`config.mk`:
```
export PLATFORM = sky130hd
export DESIGN_NAME = rtlp_cell
export DESIGN_NICKNAME = d
export VERILOG_FILES = /design/src/rtlp_pkg.sv /design/src/rtlp_cell.sv
export SDC_FILE = /design/constraint.sdc
export NUM_CORES = 1
export LEC_CHECK = 0
export BUFFER_PORTS_ARGS = -buffer_cell sky130_fd_sc_hd__buf_4
export CAP_MARGIN = 20
export CORE_AREA = 2 2 246 248
export CTS_BUF_LIST = sky130_fd_sc_hd__clkbuf_2
export DETAILED_ROUTE_END_ITERATION = 6
export DIE_AREA = 0 0 248 250
export GPL_TIMING_DRIVEN = 0
export SYNTH_ARGS = -nofsm -noshare
export SYNTH_HDL_FRONTEND = slang
export SYNTH_SLANG_ARGS = --single-unit
```
`constraint.sdc`:
```
create_clock -name clk -period 13.4 [get_ports clk]
set_input_delay 1.34 -clock clk [delete_from_list [all_inputs] [get_ports clk]]
set_output_delay 1.34 -clock clk [all_outputs]
set_load 0.005 [all_outputs]
```
`src/rtlp_pkg.sv`:
```
// shared types and codes for the longest-prefix route table
package rtlp_pkg;

  localparam logic [1:0] MODE_ADD  = 2'd0;
  localparam logic [1:0] MODE_DEL  = 2'd1;
  localparam logic [1:0] MODE_LOOK = 2'd2;

  localparam logic [1:0] ST_OK   = 2'd0;
  localparam logic [1:0] ST_FULL = 2'd1;
  localparam logic [1:0] ST_MISS = 2'd2;

  localparam logic [31:0] TOP_BIT = 32'h8000_0000;

  typedef struct packed {
    logic [1:0]  mode;
    logic [31:0] dest;
    logic [31:0] gateway;
    logic [31:0] mask;
    logic [3:0]  iface_id;
  } req_t;

  typedef struct packed {
    logic [1:0]  status;
    logic [31:0] hit_gateway;
    logic [31:0] hit_mask;
    logic [31:0] hit_dest;
    logic [3:0]  hit_iface;
    logic [5:0]  prefix_length;
    logic [4:0]  entry_count;
  } rsp_t;

  typedef struct packed {
    logic [31:0] dest;
    logic [31:0] gateway;
    logic [31:0] mask;
    logic [3:0]  iface;
  } entry_t;

  // operation token that walks the cell row
  typedef struct packed {
    logic       valid;
    req_t       req;
    logic       found;
    logic [5:0] best_len;
    entry_t     best;
  } token_t;

endpackage

```
`src/rtlp_cell.sv`:
```
// one route entry cell: holds a route and updates the passing token
module rtlp_cell #(
  parameter int MAX_ENTRIES = 16,
  parameter int INDEX       = 0,
  localparam int CNT_W      = $clog2(MAX_ENTRIES + 1)
) (
  input  logic                clk,
  input  logic                rst,
  input  logic [CNT_W-1:0]    count,
  input  rtlp_pkg::token_t    tok_in,
  input  rtlp_pkg::entry_t    succ,
  output rtlp_pkg::token_t    tok_out,
  output rtlp_pkg::entry_t    ent
);
  import rtlp_pkg::*;

  // leading ones in a halving search
  function automatic logic [5:0] lead_ones(input logic [31:0] m);
    logic [31:0] x;
    logic [5:0]  n;
    x = m;
    n = 6'd0;
    if (x[31:16] == 16'hFFFF) begin
      n = n + 6'd16;
      x = x << 16;
    end
    if (x[31:24] == 8'hFF) begin
      n = n + 6'd8;
      x = x << 8;
    end
    if (x[31:28] == 4'hF) begin
      n = n + 6'd4;
      x = x << 4;
    end
    if (x[31:30] == 2'b11) begin
      n = n + 6'd2;
      x = x << 2;
    end
    if (x[31]) begin
      n = n + 6'd1;
      x = x << 1;
    end
    if ((x & TOP_BIT) != 32'd0) begin
      n = n + 6'd1;
    end
    return n;
  endfunction

  token_t      tok_next;
  entry_t      ent_next;
  logic        ent_we;
  logic        occupied;
  logic        del_here;
  logic        look_hit;
  logic [5:0]  len;

  assign occupied = CNT_W'(INDEX) < count;
  assign len      = lead_ones(ent.mask);
  assign del_here = occupied && !tok_in.found && (ent.dest == tok_in.req.dest);
  assign look_hit = occupied &&
                    ((tok_in.req.dest & ent.mask) == (ent.dest & ent.mask));

  always_comb begin
    tok_next       = tok_in;
    tok_next.valid = 1'b1;
    ent_next       = succ;
    ent_we         = 1'b0;
    case (tok_in.req.mode)
      MODE_ADD: begin
        if (CNT_W'(INDEX) == count) begin
          ent_we           = tok_in.valid;
          ent_next.dest    = tok_in.req.dest;
          ent_next.gateway = tok_in.req.gateway;
          ent_next.mask    = tok_in.req.mask;
          ent_next.iface   = tok_in.req.iface_id;
        end
      end
      MODE_DEL: begin
        // from the deleted slot on, each cell takes its successor's route
        if (occupied && (tok_in.found || del_here)) begin
          ent_we = tok_in.valid;
        end
        tok_next.found = tok_in.found | del_here;
      end
      MODE_LOOK: begin
        if (look_hit && (!tok_in.found || len > tok_in.best_len)) begin
          tok_next.found    = 1'b1;
          tok_next.best_len = len;
          tok_next.best     = ent;
        end
      end
      default: begin
      end
    endcase
  end

  always_ff @(posedge clk) begin
    if (rst) begin
      tok_out.valid <= 1'b0;
    end else if (tok_in.valid) begin
      tok_out <= tok_next;
    end else begin
      tok_out.valid <= 1'b0;
    end
  end

  always_ff @(posedge clk) begin
    if (ent_we) begin
      ent <= ent_next;
    end
  end

endmodule

```
==> out/results.ini, run 1 <==
[run_status]
status=completed

[synthesis]
synth_ff_type=edfxtp_1
ys_top_cells_by_count=edfxtp_1 (309), mux2_2 (168), mux2_1 (36)
syn_inst=730
syn_nets=1057
netlist-cell-type-count=50
async_flop_share_pct=0
synth.avg_cell_area_um2=17.9
syn_area_mm2=0.0131
synth_top_cell_by_area=edfxtp_1
synth_most_common_cell=edfxtp_1
synth-edff-count=309
yosysTopAreaCellShare_pct=70.8
ys_ff_latch=310
seq_area_frac_synth_pct=71.0
yosysWarnings=0
ys_top_cells_by_area=edfxtp_1 (71%), mux2_2 (14%), mux2_1 (3.1%), xor2_1 (2.1%), ha_1 (0.96%)

[drt]
antenna_left=0
wl_per_cell_um=22.4
drc=0
routed_wl_um=51700
via_per_inst=4.34
drt_iter0_markers=485
firstDrtPassIters=6
num_vias=10000

[die]
die-area_mm2=0.0620
chipHeight_um=250
dieWidth_um=248
core_mm2=0.0596
ios=627
start_util_pct=22.0
rows=90

[finish]
fin_util_pct=33.2
multi_input_area_mm2=0.00365
fin_cells=2307
final_nets=1783
final_area_mm2=0.0198
n_fill_cell=5966
area_delta_synth_final_pct=50.9
drive_gt1_share_pct=63.5
regArea_mm2=0.00930

[setup_path]
crit_required_ns=14.19
critPathKind=flop to flop
timing.rr.start=ent[33]
crit_top_cell=o21a_1
cp_cell_sequence=nand4_1 -> nor4_2 -> a21boi_0 -> o21a_1 -> a31oi_1 -> o21a_1 -> ha_1 -> o21bai_1 -> a21oi_1 -> ha_1 -> nor2b_1 -> o21a_1 -> o21a_1 -> o211ai_1 -> nand4b_1 -> nor3b_2 -> buf_6 -> buf_4 -> buf_6 -> mux2_1
crit_arrival_ns=6.59
reg2reg_setup_slack_ns=7.60
slowest_delay_ns=0.73
startpoint_type=flop
critical-path-slowest-cell=edfxtp_1
r2r_end=tok_out[93]
path_max_fanout=10
crit_start=ent[33]
endpoint=tok_out[93]
cp-end-kind=flop
reg2reg_depth=20

[cts]
cts-buffers-inserted=87
cts_setup_buffers=0
cts_tree=yes
cts_resized=0
cts.sinks=310
cts_buffer_depth=3
htreeDepth=3
cts-root-buf=clkbuf_2
clkLatencyLatePin_ns=1.10
clkTransAtPathRegs_ns=0.10
hold_buffers=0

[timing]
min_period_ns=5.80
period_share_pct=43.3
clock_skew_ns=0.109
fmax_ghz=0.173
slew_violations=0
worstMarginPinSlew_ns=0.914
rsz0062_at_grt=false
whs_ns=0.416
slew_headroom_pct=38.9
finalWorstSetupSlack_ns=7.60
tns_ns=0
finalSetupViolCount=0
hold_violations=0

[placed_design]
routabilityCongestion=0.844
port_buffers=626
dp_hpwl_um=40800
place_inst=2148
pre_cts_ws_ns=7.17
placed_area_mm2=0.0190

[global_routing]
grt_pass1_wl_um=71300
grt_pass1_vias=10700
track_usage_pct=16.1
grt_max_degree=36
overflow=0
antenna_found_initial=9

[power_and_ir_drop]
pwr-share-comb_pct=11.3
p_seq_share_pct=55.7
power_density_mw_per_mm2=103
p_total_mw=2.04
leakagePower_nw=7.98
power.share.clock_pct=32.9
switching_share_pct=26.2
ir_worst_vdd_v=0.0000634
intPower_mw=1.50
p_switching_uw=533

[min_path]
hp-class=input port to flop

[job]
cap_violations=0

## registers in the layout, summed over array words and instances, names as in the netlist
register and cells:
ent 100, tok_out 210
## power groups by stage
stage | Clock (mW) | Sequential [mW] | Combinational (mW)
2_1_floorplan | 0 | 1.17 | 0.0541
3_3_place_gp | 0 | 1.18 | 0.224
3_5_place_dp | 0 | 1.16 | 0.234
4_1_cts | 0.707 | 1.14 | 0.235
5_1_grt | 0.759 | 1.14 | 0.248
6_report | 0.671 | 1.14 | 0.231
## worst max-delay path: cells and delay by family (launching register included)
family | cells | cell delay (ns)
fa+ha+maj | 2 | 0.54
compound gates | 9 | 1.55
buf+inv | 3 | 0.71
mux | 1 | 0.34
simple gates | 5 | 1.64
flops | 1 | 0.73
## area by class of cell
type	instances	share of cell area, %
antenna	8	0.101
buffer	22	0.633
clock buffer	123	3.11
clock inverter	27	0.652
inverter	12	0.228
multi-input combinational	386	18.4
sequential	310	47.0
tap	782	4.95
timing repair buffer	637	24.8
## routing by layer
metal	vias up	wire, um	GRT usage, %
met3	92	4960	5.79
met4	6	1290	5.44
met2	581	26300	28.4
met5	-	41	0
met1	4883	19200	17.7
li1	4450	-	-
## kinds of logic after synthesis
logic type | share of synthesized area, %
buffers and inverters | 1.30
adder cells (fa/ha/maj) | 0.955
AND/OR/NAND/NOR | 3.36
flip-flops | 71.0
AO/OA/AOI/OAI | 3.73
XOR/XNOR | 2.14
multiplexers | 17.5
## layout by cell type (no fill, tap or decap), drive strengths merged, types with 5 or more instances in the layout
cell type / synthesis / routed
a21oi: 7 / 7
a22oi: 14 / 14
buf: 12 / 649
clkbuf: 10 / 133
clkinv: 0 / 24
diode: 0 / 8
edfxtp: 309 / 309
ha: 10 / 10
inv: 12 / 15
mux2: 204 / 204
nand2: 20 / 20
nand3: 7 / 7
nand4: 10 / 10
nor2: 6 / 6
nor4: 10 / 10
o21a: 5 / 5
o21ai: 5 / 5
xor2: 32 / 32
## worst min path at each step
stage                            from           end  slack, ns  depth (start not counted)
after floorplan               ent[66]   tok_out[66]       0.56                          1
after global placement        ent[66]   tok_out[66]       0.55                          1
after detailed placement      ent[41]   tok_out[41]       0.57                          1
after CTS                 tok_in[121]  tok_out[121]       0.26                          1
after global routing      tok_in[121]  tok_out[121]       0.23                          1
final                     tok_in[121]  tok_out[121]       0.42                          1
No activity file was read; power rests on OpenSTA's default activity.
==> run 2: changes to the inputs <==
--- a/config.mk
+++ b/config.mk
@@ -5,6 +5,7 @@
 export SDC_FILE = /design/constraint.sdc
 export NUM_CORES = 1
 export LEC_CHECK = 0
+export ABC_AREA = 1
 export BUFFER_PORTS_ARGS = -buffer_cell sky130_fd_sc_hd__buf_4
 export CAP_MARGIN = 20
 export CORE_AREA = 2 2 246 248
==> constraint.sdc (replaced) <==
create_clock -name clk -period 5.95 [get_ports clk]
set_input_delay 0.595 -clock clk [delete_from_list [all_inputs] [get_ports clk]]
set_output_delay 0.595 -clock clk [all_outputs]
set_load 0.005 [all_outputs]
==> run 2 against run 1 <==
  * Maximum frequency grew 5.7%
  * Non-clock buffer count grew 335
  * Clock skew shrank 0.030 ns
  * Die area stayed put
  * Power is 140% higher
  * Area after synthesis grew 0.11%
  * Sequential cell count did not move
  * Cell count grew 25%
  * Critical endpoint is now tok_out[104]
==> out/results.ini, run 2 <==
[run_status]
status=completed

[synthesis]
synth-edff-count=309  ; unchanged
yosysWarnings=0  ; unchanged
ys_ff_latch=310  ; unchanged
synth.avg_cell_area_um2=13.3  ; -26%
ys_top_cells_by_area=edfxtp_1 (71%), nand2_1 (9.8%), mux2_2 (8.6%), xor2_1 (2.1%), ha_1 (0.95%)
async_flop_share_pct=0  ; unchanged
yosysTopAreaCellShare_pct=70.7  ; -0.081 points
netlist-cell-type-count=32  ; -36%
synth_top_cell_by_area=edfxtp_1
synth_most_common_cell=nand2_1
synth_ff_type=edfxtp_1
syn_inst=983  ; +35%
ys_top_cells_by_count=nand2_1 (341), edfxtp_1 (309), mux2_2 (100)
syn_area_mm2=0.0131  ; +0.11%
seq_area_frac_synth_pct=70.9  ; -0.081 points
syn_nets=1310  ; +24%

[drt]
routed_wl_um=60700  ; +17%
drc=0  ; unchanged
wl_per_cell_um=21.0  ; -6.2%
drt_iter0_markers=625  ; +29%
antenna_left=0  ; unchanged
num_vias=12200  ; +22%
firstDrtPassIters=7  ; +1
via_per_inst=4.25  ; -2.1%

[global_routing]
track_usage_pct=18.9  ; +2.8 points
antenna_found_initial=19  ; +10
grt_max_degree=34  ; -5.6%
overflow=0  ; unchanged
grt_pass1_wl_um=83900  ; +18%
grt_pass1_vias=13200  ; +24%

[min_path]
holdCritStartpoint=tok_in[209]
hp-class=input port to flop
min_to=tok_out[83]
worstHoldPathCells=3  ; +2

[finish]
area_delta_synth_final_pct=75.7
drive_gt1_share_pct=43.9  ; -20 points
fin_cells=2884  ; +25%
n_fill_cell=5610  ; -6.0%
regMostFlops=tok_out
final_nets=2358  ; +32%
final_area_mm2=0.0230  ; +17%
top_regs=tok_out: 210 flops, ent: 100 flops
final_common_cell=buf_4
largest_reg_flops=210  ; unchanged
final_cell_mix=buf_4 (637), nand2_1 (341), dlygate4sd3_1 (311)

[timing]
period_share_pct=92.2  ; +49 points
hold_violations=0  ; unchanged
fmax_ghz=0.182  ; +5.7%
slew_headroom_pct=33.6  ; -5.4 points
whs_ns=0.203  ; -0.213 ns
finalSetupViolCount=0  ; unchanged
worstMarginPinSlew_ns=0.994  ; +0.0802 ns
min_period_ns=5.48  ; -0.312 ns
clock_skew_ns=0.0789  ; -0.0301 ns
rsz0062_at_grt=false
slew_violations=0  ; unchanged
tns_ns=0  ; unchanged

[setup_path]
reg2reg_depth=28  ; +40%
slowest_delay_ns=0.71  ; -0.02 ns
crit_arrival_ns=6.22  ; -0.37 ns
cp-end-kind=flop
crit_required_ns=6.69  ; -7.50 ns
path_max_fanout=10  ; unchanged
startpoint_type=flop
critical-path-slowest-cell=clkbuf_1
reg2reg_setup_slack_ns=0.47  ; -7.14 ns
r2r_end=tok_out[104]
timing.rr.start=ent[29]
critPathKind=flop to flop
crit_top_cell=nand2_1

[cts]
cts-buffers-inserted=86  ; -1.1%
cts_tree=yes
htreeDepth=3  ; unchanged
clkLatencyLatePin_ns=1.04  ; -0.06 ns
cts_buffer_depth=3  ; unchanged
clkTransAtPathRegs_ns=0.10  ; about the same
cts.sinks=310  ; unchanged
cts-root-buf=clkbuf_2

[die]
ios=627  ; unchanged
chipHeight_um=250  ; unchanged
die-area_mm2=0.0620  ; unchanged
dieWidth_um=248  ; unchanged
start_util_pct=22.0  ; +0.025 points
core_mm2=0.0596  ; unchanged
rows=90  ; unchanged

[placed_design]
placed_area_mm2=0.0190  ; +0.26%
port_buffers=626  ; unchanged
place_inst=2403  ; +12%
dp_hpwl_um=45400  ; +11%
routabilityCongestion=0.901  ; +6.8%

[job]
cap_violations=0  ; unchanged

[power_and_ir_drop]
power_density_mw_per_mm2=209  ; +100%
p_total_mw=4.81  ; +140%
leakagePower_nw=9.98  ; +25%
ir_worst_vdd_v=0.000137  ; +120%

## run 2: changes by cell type after synthesis, sizes merged, moves of 11 or more
cell	change
nand2	+330
mux2	-104
o21ai	+29
inv	+24
clkbuf	+23
buf	-11
nor2	+11
## run 2: logic make-up (layout without fill, tap and decap cells)
group | count (synthesis) | count (layout) | synth area share (%)
flops | 310 | 310 | 70.9
buf+inv | 70 | 1181 | 2.06
xor+xnor | 32 | 32 | 2.14
mux | 100 | 100 | 8.59
compound gates | 57 | 57 | 2.59
other cells | 0 | 8 | 0
simple gates | 404 | 404 | 12.8
fa+ha+maj | 10 | 10 | 0.954
## run 2: repair_timing
| action | CTS | global route |
|---|---|---|
| setup buffers | 0 | 12 |
| hold buffers | 311 | 0 |
| resized for setup | 2 | 5 |
| endpoints found under the setup margin | 70 | 70 |
| pin swaps | 0 | 1 |
| hold endpoints to repair | 341 | 0 |
## run 2: power breakdown
part | internal, mW | total (mW) | switching (mW)
combinational | 0.438 | 0.715 | 0.277
clock | 0.593 | 1.54 | 0.943
sequential | 2.51 | 2.56 | 0.0500
## run 2: per-layer routing
metal	track usage (%)	routed length [um]	up-vias
li1	-	-	5628
met1	21.3	23400	5822
met2	32.6	29900	655
met3	5.40	5050	130
met4	8.74	2260	14
met5	0	90	-
## run 2: stage by stage
step / utilization (%) / setup WS [ns]
global placement: 31.6 / -2.12
detailed placement: 32.0 / -0.261
floorplan: - / 1.10
global route: 38.7 / 0.145
finish: 38.7 / 0.466
CTS: 38.5 / 0.147
## run 2: layout make-up
cell class	count	area, um^2	area share [%]
Clock buffer	133	666	2.89
Multi-Input combinational cell	603	3570	15.5
Sequential cell	310	9300	40.4
Buffer	33	134	0.581
Inverter	36	135	0.586
Antenna cell	8	20.0	0.0869
Clock inverter	18	90.1	0.391
Tap cell	782	978	4.25
Timing Repair Buffer	961	8150	35.4
## run 2: worst max-delay path, delay by kind of cell, from the launching register on
kind,cells,cell delay (ns)
flip-flops,1,0.64
AO/OA/AOI/OAI,9,1.44
adder cells (fa/ha/maj),2,0.56
AND/OR/NAND/NOR,13,1.47
buffers and inverters,4,1.09
## run 2: worst max path at each step
stage / from / end / slack, ns / cells past startpoint
after floorplan: tok_in[192] / ent[0] / 1.10 / 6
after global placement: tok_in[205] / ent[8] / -2.12 / 7
after detailed placement: ent[25] / tok_out[80] / -0.26 / 31
after CTS: ent[24] / tok_out[12] / 0.15 / 29
after global routing: ent[35] / tok_out[104] / 0.15 / 28
final: ent[29] / tok_out[104] / 0.47 / 28
==> run 3: changes to the inputs <==
--- a/config.mk
+++ b/config.mk
@@ -8,11 +8,14 @@
 export ABC_AREA = 1
 export BUFFER_PORTS_ARGS = -buffer_cell sky130_fd_sc_hd__buf_4
 export CAP_MARGIN = 20
-export CORE_AREA = 2 2 246 248
+export CELL_PAD_IN_SITES_DETAIL_PLACEMENT = 0
+export CELL_PAD_IN_SITES_GLOBAL_PLACEMENT = 1
+export CORE_AREA = 2 2 242 244
 export CTS_BUF_LIST = sky130_fd_sc_hd__clkbuf_2
 export DETAILED_ROUTE_END_ITERATION = 6
-export DIE_AREA = 0 0 248 250
+export DIE_AREA = 0 0 244 246
 export GPL_TIMING_DRIVEN = 0
+export PLACE_DENSITY_LB_ADDON = 0.1
 export SYNTH_ARGS = -nofsm -noshare
 export SYNTH_HDL_FRONTEND = slang
 export SYNTH_SLANG_ARGS = --single-unit
==> run 3 against run 2 <==
  * Setup slack better by 0.021 ns
  * Via count is 3.2% lower
  * Cell count is 0.55% lower
  * Hold slack better by 0.057 ns
  * Die area is 3.2% lower
  * Sequential cell count stayed put
  * Critical path depth is 3 higher
  * Maximum frequency is 0.38% higher
  * Critical path type unchanged
==> out/results.ini, run 3 (synthesized netlist as in run 2, its figures left out) <==
[cts]
cts_buffer_depth=3  ; unchanged
cts-buffers-inserted=91  ; +5.8%
clkTransAtPathRegs_ns=0.09  ; about the same
clkLatencyLatePin_ns=1.05  ; about the same
cts.sinks=310  ; unchanged
htreeDepth=3  ; unchanged
cts_tree=yes
cts-root-buf=clkbuf_2

[global_routing]
grt_pass1_wl_um=88000  ; +4.9%
overflow=0  ; unchanged
grt_max_degree=31  ; -8.8%
track_usage_pct=20.5  ; +1.6 points
antenna_found_initial=6  ; -13
grt_pass1_vias=12900  ; -2.1%

[drt]
wl_per_cell_um=22.0  ; +4.4%
dr.max_layer_used=met5
wl_met3_um=5720  ; +13%
met2_length_um=31500  ; +5.1%
firstDrtPassIters=4  ; -3
drc=0  ; unchanged
num_vias=11900  ; -3.2%
drt_iter0_markers=417  ; -33%
antenna_left=0  ; unchanged
via_per_inst=4.13  ; -2.7%
m1WireLength_um=24500  ; +4.9%
routed_wl_um=63000  ; +3.8%

[timing]
tns_ns=0  ; unchanged
slew_violations=0  ; unchanged
hold_violations=0  ; unchanged
finalSetupViolCount=0  ; unchanged
clock_skew_ns=0.0782  ; -0.000770 ns
fmax_ghz=0.183  ; +0.38%
worstMarginPinSlew_ns=1.02  ; +0.0246 ns
rsz0062_at_grt=false
slew_headroom_pct=32.1  ; -1.5 points
period_share_pct=91.8  ; -0.35 points
min_period_ns=5.46  ; -0.0209 ns

[placed_design]
port_buffers=626  ; unchanged
routabilityCongestion=0.827  ; -8.2%
placed_area_mm2=0.0191  ; +0.32%
dp_hpwl_um=48900  ; +7.5%

[die]
rows=88  ; -2.2%
start_util_pct=22.9  ; +0.85 points
die-area_mm2=0.0600  ; -3.2%
chipHeight_um=246  ; -1.6%
core_mm2=0.0574  ; -3.7%
dieWidth_um=244  ; -1.6%
ios=627  ; unchanged

[setup_path]
timing.rr.start=ent[20]
critPathTopFamily=simple AND/OR/NAND/NOR gates
timing.critical_path.buf_inv=7  ; +3
startpoint_type=flop
critPathKind=flop to flop
r2r_end=tok_out[91]
crit_arrival_ns=6.31  ; +0.09 ns
critical-path-slowest-cell=edfxtp_1
cp-end-kind=flop
reg2reg_depth=31  ; +11%
crit_top_cell=nand2_1
reg2reg_setup_slack_ns=0.49  ; +0.02 ns
path_max_fanout=10  ; unchanged
slowest_delay_ns=0.50  ; -0.21 ns
crit_required_ns=6.80  ; +0.11 ns

[min_path]
hp-class=input port to flop
holdCritStartpoint=tok_in[132]
worstHoldPathCells=2  ; -1
min_to=tok_out[132]

[finish]
drive_gt1_share_pct=43.7  ; -0.23 points
final_area_mm2=0.0231  ; about the same
fin_util_pct=40.2  ; +1.5 points
final_common_cell=buf_4
area_delta_synth_final_pct=75.8  ; about the same
regMostFlops=tok_out
final_cell_mix=buf_4 (631), nand2_1 (341), dlygate4sd3_1 (312)
final_nets=2360  ; +0.085%
top_regs=tok_out: 210 flops, ent: 100 flops
largest_reg_flops=210  ; unchanged

[power_and_ir_drop]
p_total_mw=4.87  ; +1.1%
power_density_mw_per_mm2=211  ; +1.1%
ir_worst_vdd_v=0.000114  ; -17%
leakagePower_nw=9.99  ; +0.14%

[run_status]
status=completed

[job]
cap_violations=0  ; unchanged

[run 3: cell types whose count changed in the layout (fill, tap and decap cells not counted), moves of 2 or more]
cell	change
diode_2	-3
clkinv_4	-2
clkinv_1	+7
clkbuf_2	+3
buf_4	-6
buf_16	+3
[run 3: worst max path at each step]
| stage | startpoint | endpoint | slack (ns) | depth (start not counted) |
|---|---|---|---|---|
| floorplan | tok_in[192] | ent[0] | 1.10 | 6 |
| global placement | tok_in[203] | ent[41] | -2.26 | 7 |
| detailed placement | ent[27] | tok_out[68] | -0.54 | 31 |
| CTS | ent[27] | tok_out[79] | 0.01 | 28 |
| global route | ent[27] | tok_out[91] | 0.06 | 31 |
| finish | ent[20] | tok_out[91] | 0.49 | 31 |
[run 3: report_power, final]
| part | internal [mW] | total (mW) | switching [mW] |
|---|---|---|---|
| Combinational | 0.442 | 0.723 | 0.281 |
| Sequential | 2.51 | 2.55 | 0.0434 |
| Clock | 0.599 | 1.59 | 0.990 |
[run 3: metal layers]
layer	global-route usage [%]	up-vias
met1	23.3	5640
met5	0	-
met3	7.71	84
met2	35.7	494
li1	-	5632
met4	6.35	2
[run 3: layout make-up]
class / instances / area (um^2)
antenna: 5 / 12.5
buffer: 33 / 135
clock buffer: 135 / 676
clock inverter: 23 / 97.6
fill: 5717 / 34300
inverter: 36 / 135
multi-input combinational: 603 / 3570
sequential: 310 / 9300
tap: 765 / 957
timing repair buffer: 958 / 8170
[run 3: what timing repair did]
action                                 in CTS  in global routing
hold buffers                              312                  0
endpoints found under the hold margin     341                  0
buffers inserted                            3                  2
pin swaps                                   1                  0
resized for setup                           1                  6
setup endpoints to repair                 103                 69
[run 3: per-stage QoR]
stage               worst slack, ns  hold WS (ns)  cells
global placement              -2.26         0.534   2374
finish                        0.487         0.260   2868
detailed placement           -0.539         0.533   2389
floorplan                      1.10         0.545    983
global route                 0.0592         0.113   2868
CTS                          0.0130        0.0279   2862
